## src/msb_pkg.sv

```systemverilog
// shared types and constants of the masked sprite blitter
`timescale 1ns / 1ps

package msb_pkg;

    localparam int DATA_W          = 8;
    localparam int CFG_IDX_W       = 3;
    localparam int CFG_DATA_W      = 16;
    localparam int ADDR_W          = 13;
    localparam int FULL_ADDR_W     = 19;
    localparam int FB_BYTES        = 8192;
    localparam int MAX_WIDTH_BYTES = 32;
    localparam int COL_W           = 6;
    localparam int ROW_W           = 9;
    localparam int POS_W           = 11;
    localparam int EFF_W           = 10;
    localparam int SIZE_W          = 9;
    localparam int STRIDE_W        = 8;
    localparam int SCREEN_W        = 11;
    localparam int SHIFT_W         = 3;
    localparam int SETTLE_W        = 2;
    localparam logic [SETTLE_W-1:0] SETTLE_CYCLES = 2'd2;

    // configuration register indexes
    typedef enum logic [CFG_IDX_W-1:0] {
        CFG_X_POS         = 3'd0,
        CFG_Y_POS         = 3'd1,
        CFG_IMAGE_WIDTH   = 3'd2,
        CFG_IMAGE_HEIGHT  = 3'd3,
        CFG_STRIDE_BYTES  = 3'd4,
        CFG_SCREEN_WIDTH  = 3'd5,
        CFG_SCREEN_HEIGHT = 3'd6
    } t_cfg_idx;

    // blit geometry derived from the configuration
    typedef struct packed {
        logic [SHIFT_W-1:0]     shift;
        logic [COL_W-1:0]       cols;
        logic [ROW_W-1:0]       height;
        logic [STRIDE_W-1:0]    stride;
        logic [FULL_ADDR_W-1:0] start;
    } t_geom;

    // configuration status toward the datapath
    typedef struct packed {
        logic restart;
        logic busy;
    } t_cfg_stat;

endpackage

```

## src/masked_sprite_blitter.sv

```systemverilog
// Masked 1 bit per pixel sprite blitter, read-modify-write byte stream.
//
// Each input transfer is one destination byte in row order: the next sprite
// image and mask bytes plus the old framebuffer byte at the address that
// its result reports. Each output transfer carries the address,
// the merged byte (old AND mask OR image), a row end mark, a last mark and
// an off_screen flag that means the write must be dropped.
// When x is not a multiple of 8 each row takes one extra column whose source
// fields are ignored.
// Throughput is one byte per cycle while o_in_stall is low; a result is
// valid in the cycle after its input transfer (single result register).
// A configuration write to a known index restarts the blit; the geometry
// is then recomputed in the geometry stages, during which o_in_stall is
// high, also after reset. After the last byte the same blit starts again.
// When the receiver stalls, the result register holds and o_in_stall rises,
// so no result is lost.
`timescale 1ns / 1ps

module masked_sprite_blitter (
    input  logic                           i_clk,
    input  logic                           i_rst_n,
    input  logic                           i_cfg_valid,
    output logic                           o_cfg_ready,
    input  logic [msb_pkg::CFG_IDX_W-1:0]  i_cfg_index,
    input  logic [msb_pkg::CFG_DATA_W-1:0] i_cfg_data,
    input  logic                           i_in_valid,
    output logic                           o_in_stall,
    input  logic [msb_pkg::DATA_W-1:0]     i_src_bits,
    input  logic [msb_pkg::DATA_W-1:0]     i_src_mask,
    input  logic [msb_pkg::DATA_W-1:0]     i_old_byte,
    output logic                           o_out_valid,
    input  logic                           i_out_stall,
    output logic [msb_pkg::ADDR_W-1:0]     o_address,
    output logic [msb_pkg::DATA_W-1:0]     o_new_byte,
    output logic                           o_row_end,
    output logic                           o_last,
    output logic                           o_off_screen
);
    import msb_pkg::*;

    t_geom     geom;
    t_cfg_stat stat;

    logic [DATA_W-1:0]      r_prev_bits;
    logic [DATA_W-1:0]      r_prev_mask;
    logic [COL_W-1:0]       r_col;
    logic [ROW_W-1:0]       r_row;
    logic [FULL_ADDR_W-1:0] r_row_off;

    logic                   r_out_valid;
    logic [ADDR_W-1:0]      r_address;
    logic [DATA_W-1:0]      r_new_byte;
    logic                   r_row_end;
    logic                   r_last;
    logic                   r_off_screen;

    logic                   accept;
    logic                   shifted;
    logic                   row_end;
    logic                   last;
    logic [FULL_ADDR_W-1:0] addr;
    logic [DATA_W-1:0]      hi_mask;
    logic [DATA_W-1:0]      lo_mask;
    logic [DATA_W-1:0]      hi_bits;
    logic [DATA_W-1:0]      lo_bits;
    logic [2*DATA_W-1:0]    mask_pair;
    logic [2*DATA_W-1:0]    bits_pair;
    logic [DATA_W-1:0]      n_new_byte;

    msb_cfg u_cfg (
        .i_clk       (i_clk),
        .i_rst_n     (i_rst_n),
        .i_cfg_valid (i_cfg_valid),
        .o_cfg_ready (o_cfg_ready),
        .i_cfg_index (i_cfg_index),
        .i_cfg_data  (i_cfg_data),
        .o_geom      (geom),
        .o_stat      (stat)
    );

    // input transfer when settled and the result register can take a byte
    assign o_in_stall = stat.busy | (r_out_valid & i_out_stall);
    assign accept     = i_in_valid & ~o_in_stall;

    // position in the blit
    assign shifted = (geom.shift != '0);
    assign row_end = (r_col == geom.cols - 1'b1);
    assign last    = row_end && (({1'b0, r_row} + 1'b1) >= {1'b0, geom.height});
    assign addr    = geom.start + r_row_off + FULL_ADDR_W'(r_col);

    // join kept byte and new byte, shifted right by x mod 8;
    // the first column takes transparent kept data, the extra column
    // takes transparent new data
    always_comb begin
        hi_mask    = (r_col == '0) ? {DATA_W{1'b1}} : r_prev_mask;
        hi_bits    = (r_col == '0) ? '0 : r_prev_bits;
        lo_mask    = (shifted && row_end) ? {DATA_W{1'b1}} : i_src_mask;
        lo_bits    = (shifted && row_end) ? '0 : i_src_bits;
        mask_pair  = {hi_mask, lo_mask} >> geom.shift;
        bits_pair  = {hi_bits, lo_bits} >> geom.shift;
        n_new_byte = (i_old_byte & mask_pair[DATA_W-1:0]) | bits_pair[DATA_W-1:0];
    end

    // counters and kept source bytes
    always_ff @(posedge i_clk) begin
        if (!i_rst_n || stat.restart) begin
            r_prev_bits <= '0;
            r_prev_mask <= '0;
            r_col       <= '0;
            r_row       <= '0;
            r_row_off   <= '0;
        end else if (accept) begin
            if (last) begin
                r_prev_bits <= '0;
                r_prev_mask <= '0;
                r_col       <= '0;
                r_row       <= '0;
                r_row_off   <= '0;
            end else begin
                if (!(shifted && row_end)) begin
                    r_prev_bits <= i_src_bits;
                    r_prev_mask <= i_src_mask;
                end
                if (row_end) begin
                    r_col     <= '0;
                    r_row     <= r_row + 1'b1;
                    r_row_off <= r_row_off + FULL_ADDR_W'(geom.stride);
                end else begin
                    r_col <= r_col + 1'b1;
                end
            end
        end
    end

    // result register valid
    always_ff @(posedge i_clk) begin
        if (!i_rst_n) begin
            r_out_valid <= 1'b0;
        end else if (accept) begin
            r_out_valid <= 1'b1;
        end else if (!i_out_stall) begin
            r_out_valid <= 1'b0;
        end
    end

    // result register payload
    always_ff @(posedge i_clk) begin
        if (accept) begin
            r_address    <= addr[ADDR_W-1:0];
            r_new_byte   <= n_new_byte;
            r_row_end    <= row_end;
            r_last       <= last;
            r_off_screen <= (addr >= FULL_ADDR_W'(FB_BYTES));
        end
    end

    assign o_out_valid  = r_out_valid;
    assign o_address    = r_address;
    assign o_new_byte   = r_new_byte;
    assign o_row_end    = r_row_end;
    assign o_last       = r_last;
    assign o_off_screen = r_off_screen;

endmodule

```

## src/msb_cfg.sv

```systemverilog
// configuration registers and registered blit geometry
`timescale 1ns / 1ps

module msb_cfg (
    input  logic                           i_clk,
    input  logic                           i_rst_n,
    input  logic                           i_cfg_valid,
    output logic                           o_cfg_ready,
    input  logic [msb_pkg::CFG_IDX_W-1:0]  i_cfg_index,
    input  logic [msb_pkg::CFG_DATA_W-1:0] i_cfg_data,
    output msb_pkg::t_geom                 o_geom,
    output msb_pkg::t_cfg_stat             o_stat
);
    import msb_pkg::*;

    logic [POS_W-1:0]    r_x_pos;
    logic [POS_W-1:0]    r_y_pos;
    logic [SIZE_W-1:0]   r_image_width;
    logic [SIZE_W-1:0]   r_image_height;
    logic [STRIDE_W-1:0] r_stride;
    logic [SCREEN_W-1:0] r_screen_width;
    logic [SCREEN_W-1:0] r_screen_height;
    logic [SETTLE_W-1:0] r_settle;

    logic [EFF_W-1:0]       r_eff_x;
    logic [EFF_W-1:0]       r_eff_y;
    logic [COL_W-1:0]       r_cols;
    logic [ROW_W-1:0]       r_height;
    logic [FULL_ADDR_W-1:0] r_start;

    logic                   write_hit;
    logic [EFF_W-1:0]       n_eff_x;
    logic [EFF_W-1:0]       n_eff_y;
    logic [SIZE_W-2:0]      wb_raw;
    logic [COL_W-1:0]       wb;
    logic [COL_W-1:0]       n_cols;
    logic [ROW_W-1:0]       n_height;
    logic [FULL_ADDR_W-1:0] n_start;

    // negative position centres the sprite, saturating at zero
    function automatic logic [EFF_W-1:0] centred(
        input logic [POS_W-1:0]    pos,
        input logic [SCREEN_W-1:0] screen,
        input logic [SIZE_W-1:0]   size
    );
        logic [SCREEN_W-1:0] diff;
        diff = screen - {{(SCREEN_W-SIZE_W){1'b0}}, size};
        if (!pos[POS_W-1]) begin
            centred = pos[EFF_W-1:0];
        end else if ({{(SCREEN_W-SIZE_W){1'b0}}, size} >= screen) begin
            centred = '0;
        end else begin
            centred = diff[SCREEN_W-1:1];
        end
    endfunction

    assign o_cfg_ready = 1'b1;

    // register writes; an index beyond the list is ignored
    always_comb begin
        case (i_cfg_index)
            CFG_X_POS, CFG_Y_POS, CFG_IMAGE_WIDTH, CFG_IMAGE_HEIGHT,
            CFG_STRIDE_BYTES, CFG_SCREEN_WIDTH, CFG_SCREEN_HEIGHT: write_hit = i_cfg_valid;
            default: write_hit = 1'b0;
        endcase
    end

    always_ff @(posedge i_clk) begin
        if (!i_rst_n) begin
            r_x_pos         <= '0;
            r_y_pos         <= '0;
            r_image_width   <= SIZE_W'(8);
            r_image_height  <= SIZE_W'(8);
            r_stride        <= STRIDE_W'(30);
            r_screen_width  <= SCREEN_W'(240);
            r_screen_height <= SCREEN_W'(208);
        end else if (i_cfg_valid) begin
            case (i_cfg_index)
                CFG_X_POS:         r_x_pos         <= i_cfg_data[POS_W-1:0];
                CFG_Y_POS:         r_y_pos         <= i_cfg_data[POS_W-1:0];
                CFG_IMAGE_WIDTH:   r_image_width   <= i_cfg_data[SIZE_W-1:0];
                CFG_IMAGE_HEIGHT:  r_image_height  <= i_cfg_data[SIZE_W-1:0];
                CFG_STRIDE_BYTES:  r_stride        <= i_cfg_data[STRIDE_W-1:0];
                CFG_SCREEN_WIDTH:  r_screen_width  <= i_cfg_data[SCREEN_W-1:0];
                CFG_SCREEN_HEIGHT: r_screen_height <= i_cfg_data[SCREEN_W-1:0];
                default: ;
            endcase
        end
    end

    // settle counter holds off items until the geometry pipeline is updated
    always_ff @(posedge i_clk) begin
        if (!i_rst_n) begin
            r_settle <= SETTLE_CYCLES;
        end else if (write_hit) begin
            r_settle <= SETTLE_CYCLES;
        end else if (r_settle != '0) begin
            r_settle <= r_settle - 1'b1;
        end
    end

    // first geometry stage: effective position, columns and rows
    always_comb begin
        n_eff_x = centred(r_x_pos, r_screen_width, r_image_width);
        n_eff_y = centred(r_y_pos, r_screen_height, r_image_height);
        wb_raw  = (SIZE_W-1)'(({1'b0, r_image_width} + 10'd7) >> 3);
        if (wb_raw == '0) begin
            wb = COL_W'(1);
        end else if (wb_raw > (SIZE_W-1)'(MAX_WIDTH_BYTES)) begin
            wb = COL_W'(MAX_WIDTH_BYTES);
        end else begin
            wb = wb_raw[COL_W-1:0];
        end
        n_cols   = wb + COL_W'(n_eff_x[SHIFT_W-1:0] != '0);
        n_height = (r_image_height == '0) ? ROW_W'(1) : r_image_height;
    end

    always_ff @(posedge i_clk) begin
        r_eff_x  <= n_eff_x;
        r_eff_y  <= n_eff_y;
        r_cols   <= n_cols;
        r_height <= n_height;
    end

    // second geometry stage: start byte address
    assign n_start = FULL_ADDR_W'(r_eff_x[EFF_W-1:SHIFT_W])
                   + FULL_ADDR_W'(r_stride) * FULL_ADDR_W'(r_eff_y);

    always_ff @(posedge i_clk) begin
        r_start <= n_start;
    end

    assign o_geom.shift   = r_eff_x[SHIFT_W-1:0];
    assign o_geom.cols    = r_cols;
    assign o_geom.height  = r_height;
    assign o_geom.stride  = r_stride;
    assign o_geom.start   = r_start;
    assign o_stat.restart = write_hit;
    assign o_stat.busy    = (r_settle != '0);

endmodule

```

## config.mk

```make
export PLATFORM = sky130hd
export DESIGN_NAME = masked_sprite_blitter
export DESIGN_NICKNAME = d
export VERILOG_FILES = /design/src/msb_pkg.sv /design/src/masked_sprite_blitter.sv /design/src/msb_cfg.sv
export SDC_FILE = /design/constraint.sdc
export NUM_CORES = 1
export LEC_CHECK = 0
export ABC_AREA = 1
export BUFFER_PORTS_ARGS = -buffer_cell sky130_fd_sc_hd__buf_2
export CORE_UTILIZATION = 29
export CTS_BUF_LIST = sky130_fd_sc_hd__clkbuf_8
export CTS_CLUSTER_DIAMETER = 30
export CTS_CLUSTER_SIZE = 20
export DETAILED_ROUTE_END_ITERATION = 12
export GPL_TIMING_DRIVEN = 0
export PLACE_DENSITY_LB_ADDON = 0.2
export SLEW_MARGIN = 15
export SYNTH_ARGS = -nofsm -noshare
export SYNTH_HDL_FRONTEND = slang
export SYNTH_SLANG_ARGS = --single-unit
```

## constraint.sdc

```tcl
create_clock -name i_clk -period 5.48 [get_ports i_clk]
set_input_delay 1.096 -clock i_clk [delete_from_list [all_inputs] [get_ports i_clk]]
set_output_delay 1.096 -clock i_clk [all_outputs]
set_load 0.05 [all_outputs]
```

==> results.py <==
metrics = {
    "global_routing": {
        "grt_max_degree": 27,
        "antenna_found_initial": 1,
        "grt-ovfl-total": 0,
        "groute.usage.overall": 0.1536,
        "first_global_vias": 11374,
        "grt_pass1_wl_um": 59550,
    },
    "timing": {
        "finalSetupViolations": 0,
        "finalHoldViolCount": 0,
        "timing.final.crit_share": 0.8606,
        "whs_ps": 439.3,
        "finClkSkew_ps": 16.98,
        "period_needed_ps": 4716,
        "max_freq_mhz": 212.0,
        "finalSetupTns_ps": 0,
        "grt_setup_unrepaired": "no",
        "slew_headroom": 0.3185,
        "tightest_slew_ps": 1016,
        "slew_viol_final": 0,
    },
    "min_path": {
        "hp-class": "reg2reg",
    },
    "pwr": {
        "peakVddDrop_mv": 0.1665,
        "power_density_nw_per_um2": 216.0,
        "p_leak_nw": 7.672,
        "combPwrFrac": 0.230,
        "switchingPower_mw": 1.140,
        "swShare": 0.3426,
        "p_int_mw": 2.187,
        "p_clk_frac": 0.287,
        "p_seq_frac": 0.483,
        "power_mw": 3.327,
    },
    "yosys": {
        "synth_edf_count": 24,
        "synth_fp_nets": 2112,
        "syn_area_um2": 13920,
        "synth_top_cell_by_area": "dfxtp_1",
        "syn_inst": 1883,
        "synth_area_leaders": "dfxtp_1 (25%), nand2_1 (11%), ha_1 (10%), fa_1 (9.3%), inv_1 (8.2%)",
        "synth_top_area_share": 0.2516,
        "synth_ff_type": "dfxtp_1",
        "synthDistinctLibCells": 53,
        "ys_seq_area_frac": 0.3034,
        "avgSynthCellArea_um2": 7.394,
        "synth-seq-cells": 199,
        "yosysWarnings": 0,
        "ys_async_sr_fraction": 0,
    },
    "clock_network": {
        "cts_buffers": 17,
        "cts_tree": "done",
        "numClockSinks": 199,
        "hold_buffers": 0,
        "clockBufferDepth": 2,
        "cts_setup_buffers": 0,
        "clk_latency_ps": 550,
        "cts_resized": 0,
        "ctsHtreeMaxLevel": 4,
        "cts_root_buffer": "clkbuf_8",
        "clk_pin_slew_ps": 110,
    },
    "die": {
        "die-area_um2": 48890,
        "io-pin-count": 75,
        "fp-row-count": 79,
        "die_w_um": 221.1,
        "initial_core_util": 0.2965,
        "design.core.area_um2": 46950,
        "die_h_um": 221.1,
    },
    "route": {
        "drc": 0,
        "wl_met1_um": 18600,
        "highest_layer": "met4",
        "drt-wirelength-per-cell_um": 14.12,
        "drtPass1Iterations": 5,
        "routed_wl_um": 36570,
        "viasPerCell": 4.520,
        "ant_nets": 0,
        "wl_met2_um": 16190,
        "vias": 11706,
        "met3_length_um": 1145,
        "first_iter_violations": 546,
    },
    "final_layout": {
        "layout.nets": 2198,
        "areaGrowthSynthToFinish_pct": 10.62,
        "fin_util": 0.3280,
        "final_cell_mix": "nand2_1 (410), inv_1 (304), dfxtp_1 (175), nor2_1 (173), nand3_1 (129)",
        "drive_gt1_frac": 0.07820,
        "final_common_cell": "nand2_1",
    },
    "worst_setup_path": {
        "end_kind": "flop",
        "critPathKind": "reg2reg",
        "worst_r2r_path_depth": 17,
        "cp.buffers_inverters": 4,
        "slowest_delay_ps": 550,
        "critPathMaxFanout": 10,
        "cp-start-kind": "flop",
        "critPathLaunch": "u_cfg.r_stride[1]",
        "critPathSlowestCell": "fa_1",
        "crit_path_end": "u_cfg.r_start[15]",
        "required_ps": 5970,
        "crit_family": "adder cells",
        "regToRegSetupSlack_ps": 760,
        "arrival_ps": 5210,
        "timing.rr.end": "u_cfg.r_start[15]",
        "cp_common_cell": "fa_1",
        "r2r_start": "u_cfg.r_stride[1]",
        "path_depth": 17,
        "worstPathCellList": "clkbuf_1 > nand2_1 > inv_1 > fa_1 > fa_1 > inv_1 > fa_1 > fa_1 > inv_1 > ha_1 > nand2_1 > o211ai_1 > a21oi_1 > o21ai_0 > nand3_1 > nand2_1 > xor2_1",
    },
    "job": {
        "maxCapViolCount": 0,
    },
    "status": {
        "outcome": "finished clean",
    },
    "place": {
        "portBuffers": 67,
        "hpwl_um": 29430,
        "place.gp.congestion": 0.8965,
    },
}
## cells by family after synthesis
group	synth area share
and+or+nand+nor	0.2399
buffers and inverters	0.1074
AOI/OAI and AO/OA	0.1130
DFF	0.3034
adders and majority gates	0.1977
xor gates and xnor gates	0.03837
other	0.0002693
## layout make-up
| type | count | area, um2 |
|---|---|---|
| multi-input cells | 1302 | 8204 |
| clock buffers | 20 | 275.3 |
| well taps | 607 | 759.5 |
| diodes | 1 | 2.502 |
| plain buffers | 70 | 321.6 |
| inverters | 312 | 1174 |
| fillers | 5037 | 31550 |
| clock inverters | 12 | 106.4 |
| repair buffers | 67 | 335.3 |
| flip-flops and latches | 199 | 4224 |
## flip-flops by register name, summed over array words and instances (netlist names), 11 cells and up
| name | cells |
|---|---|
| u_cfg.r_x_pos | 11 |
| r_row_off | 19 |
| u_cfg.r_screen_height | 11 |
| o_address | 13 |
| u_cfg.r_y_pos | 11 |
| u_cfg.r_start | 19 |
| u_cfg.r_screen_width | 11 |
## metrics by stage
| step | area, um2 | std cells | setup slack [ps] |
|---|---|---|---|
| 3_5_place_dp | 15020 | 2557 | 772.8 |
| 2_1_floorplan | 13920 | 1883 | 1320 |
| 6_report | 15400 | 2590 | 764.0 |
| 3_3_place_gp | 15020 | 2557 | 795.8 |
| 5_1_grt | 15400 | 2590 | 436.2 |
| 4_1_cts | 15400 | 2589 | 745.2 |
## worst min-delay path by stage
stage                     slack [ps]  depth (start not counted)               startpoint                end
after floorplan                  410                          1  u_cfg.r_image_height[1]  u_cfg.r_height[1]
after global placement           420                          1  u_cfg.r_image_height[6]  u_cfg.r_height[6]
final                            440                          1  u_cfg.r_image_height[6]  u_cfg.r_height[6]
after CTS                        440                          1  u_cfg.r_image_height[7]  u_cfg.r_height[7]
after detailed placement         420                          1  u_cfg.r_image_height[7]  u_cfg.r_height[7]
after global routing             460                          1  u_cfg.r_image_height[6]  u_cfg.r_height[6]
## per-layer routing
layer,up-vias,global-route usage
met4,0,0.05572
met2,186,0.2440
li1,6131,-
met5,-,0
met3,40,0.02377
met1,5349,0.2099
## synth_stat cells (2+ instances only)
library cell and count:
nand2_1 410, inv_1 305, dfxtp_1 175, nor2_1 173, nand3_1 129, ha_1 116, o21ai_0 110, a21oi_1 106
fa_1 65, xor2_1 46, clkbuf_1 43, edfxtp_1 24, nor3_1 19, xnor2_1 15, buf_1 12, o211ai_1 11
a31oi_1 10, nand4_1 10, nand3_2 9, o31ai_1 9, buf_2 8, o21ai_1 7, o21bai_1 6, inv_2 5
nand2_2 5, o22ai_1 5, buf_6 4, nand2_4 4, nor2_4 4, o2111ai_1 4, a21boi_0 3, or2_2 3
a21o_1 2, a22oi_1 2, and2_1 2, buf_4 2, nand3_4 2, nor2_8 2, o21a_1 2
## power groups by stage
stage / Combinational (mW) / Clock [mW] / Sequential (mW)
global route: 0.877 / 1.05 / 1.62
global placement: 0.767 / 0 / 1.64
floorplan: 0.547 / 0 / 1.65
CTS: 0.774 / 1.01 / 1.61
detailed placement: 0.766 / 0 / 1.64
finish: 0.766 / 0.953 / 1.61
No activity file was read; power rests on OpenSTA's default activity.
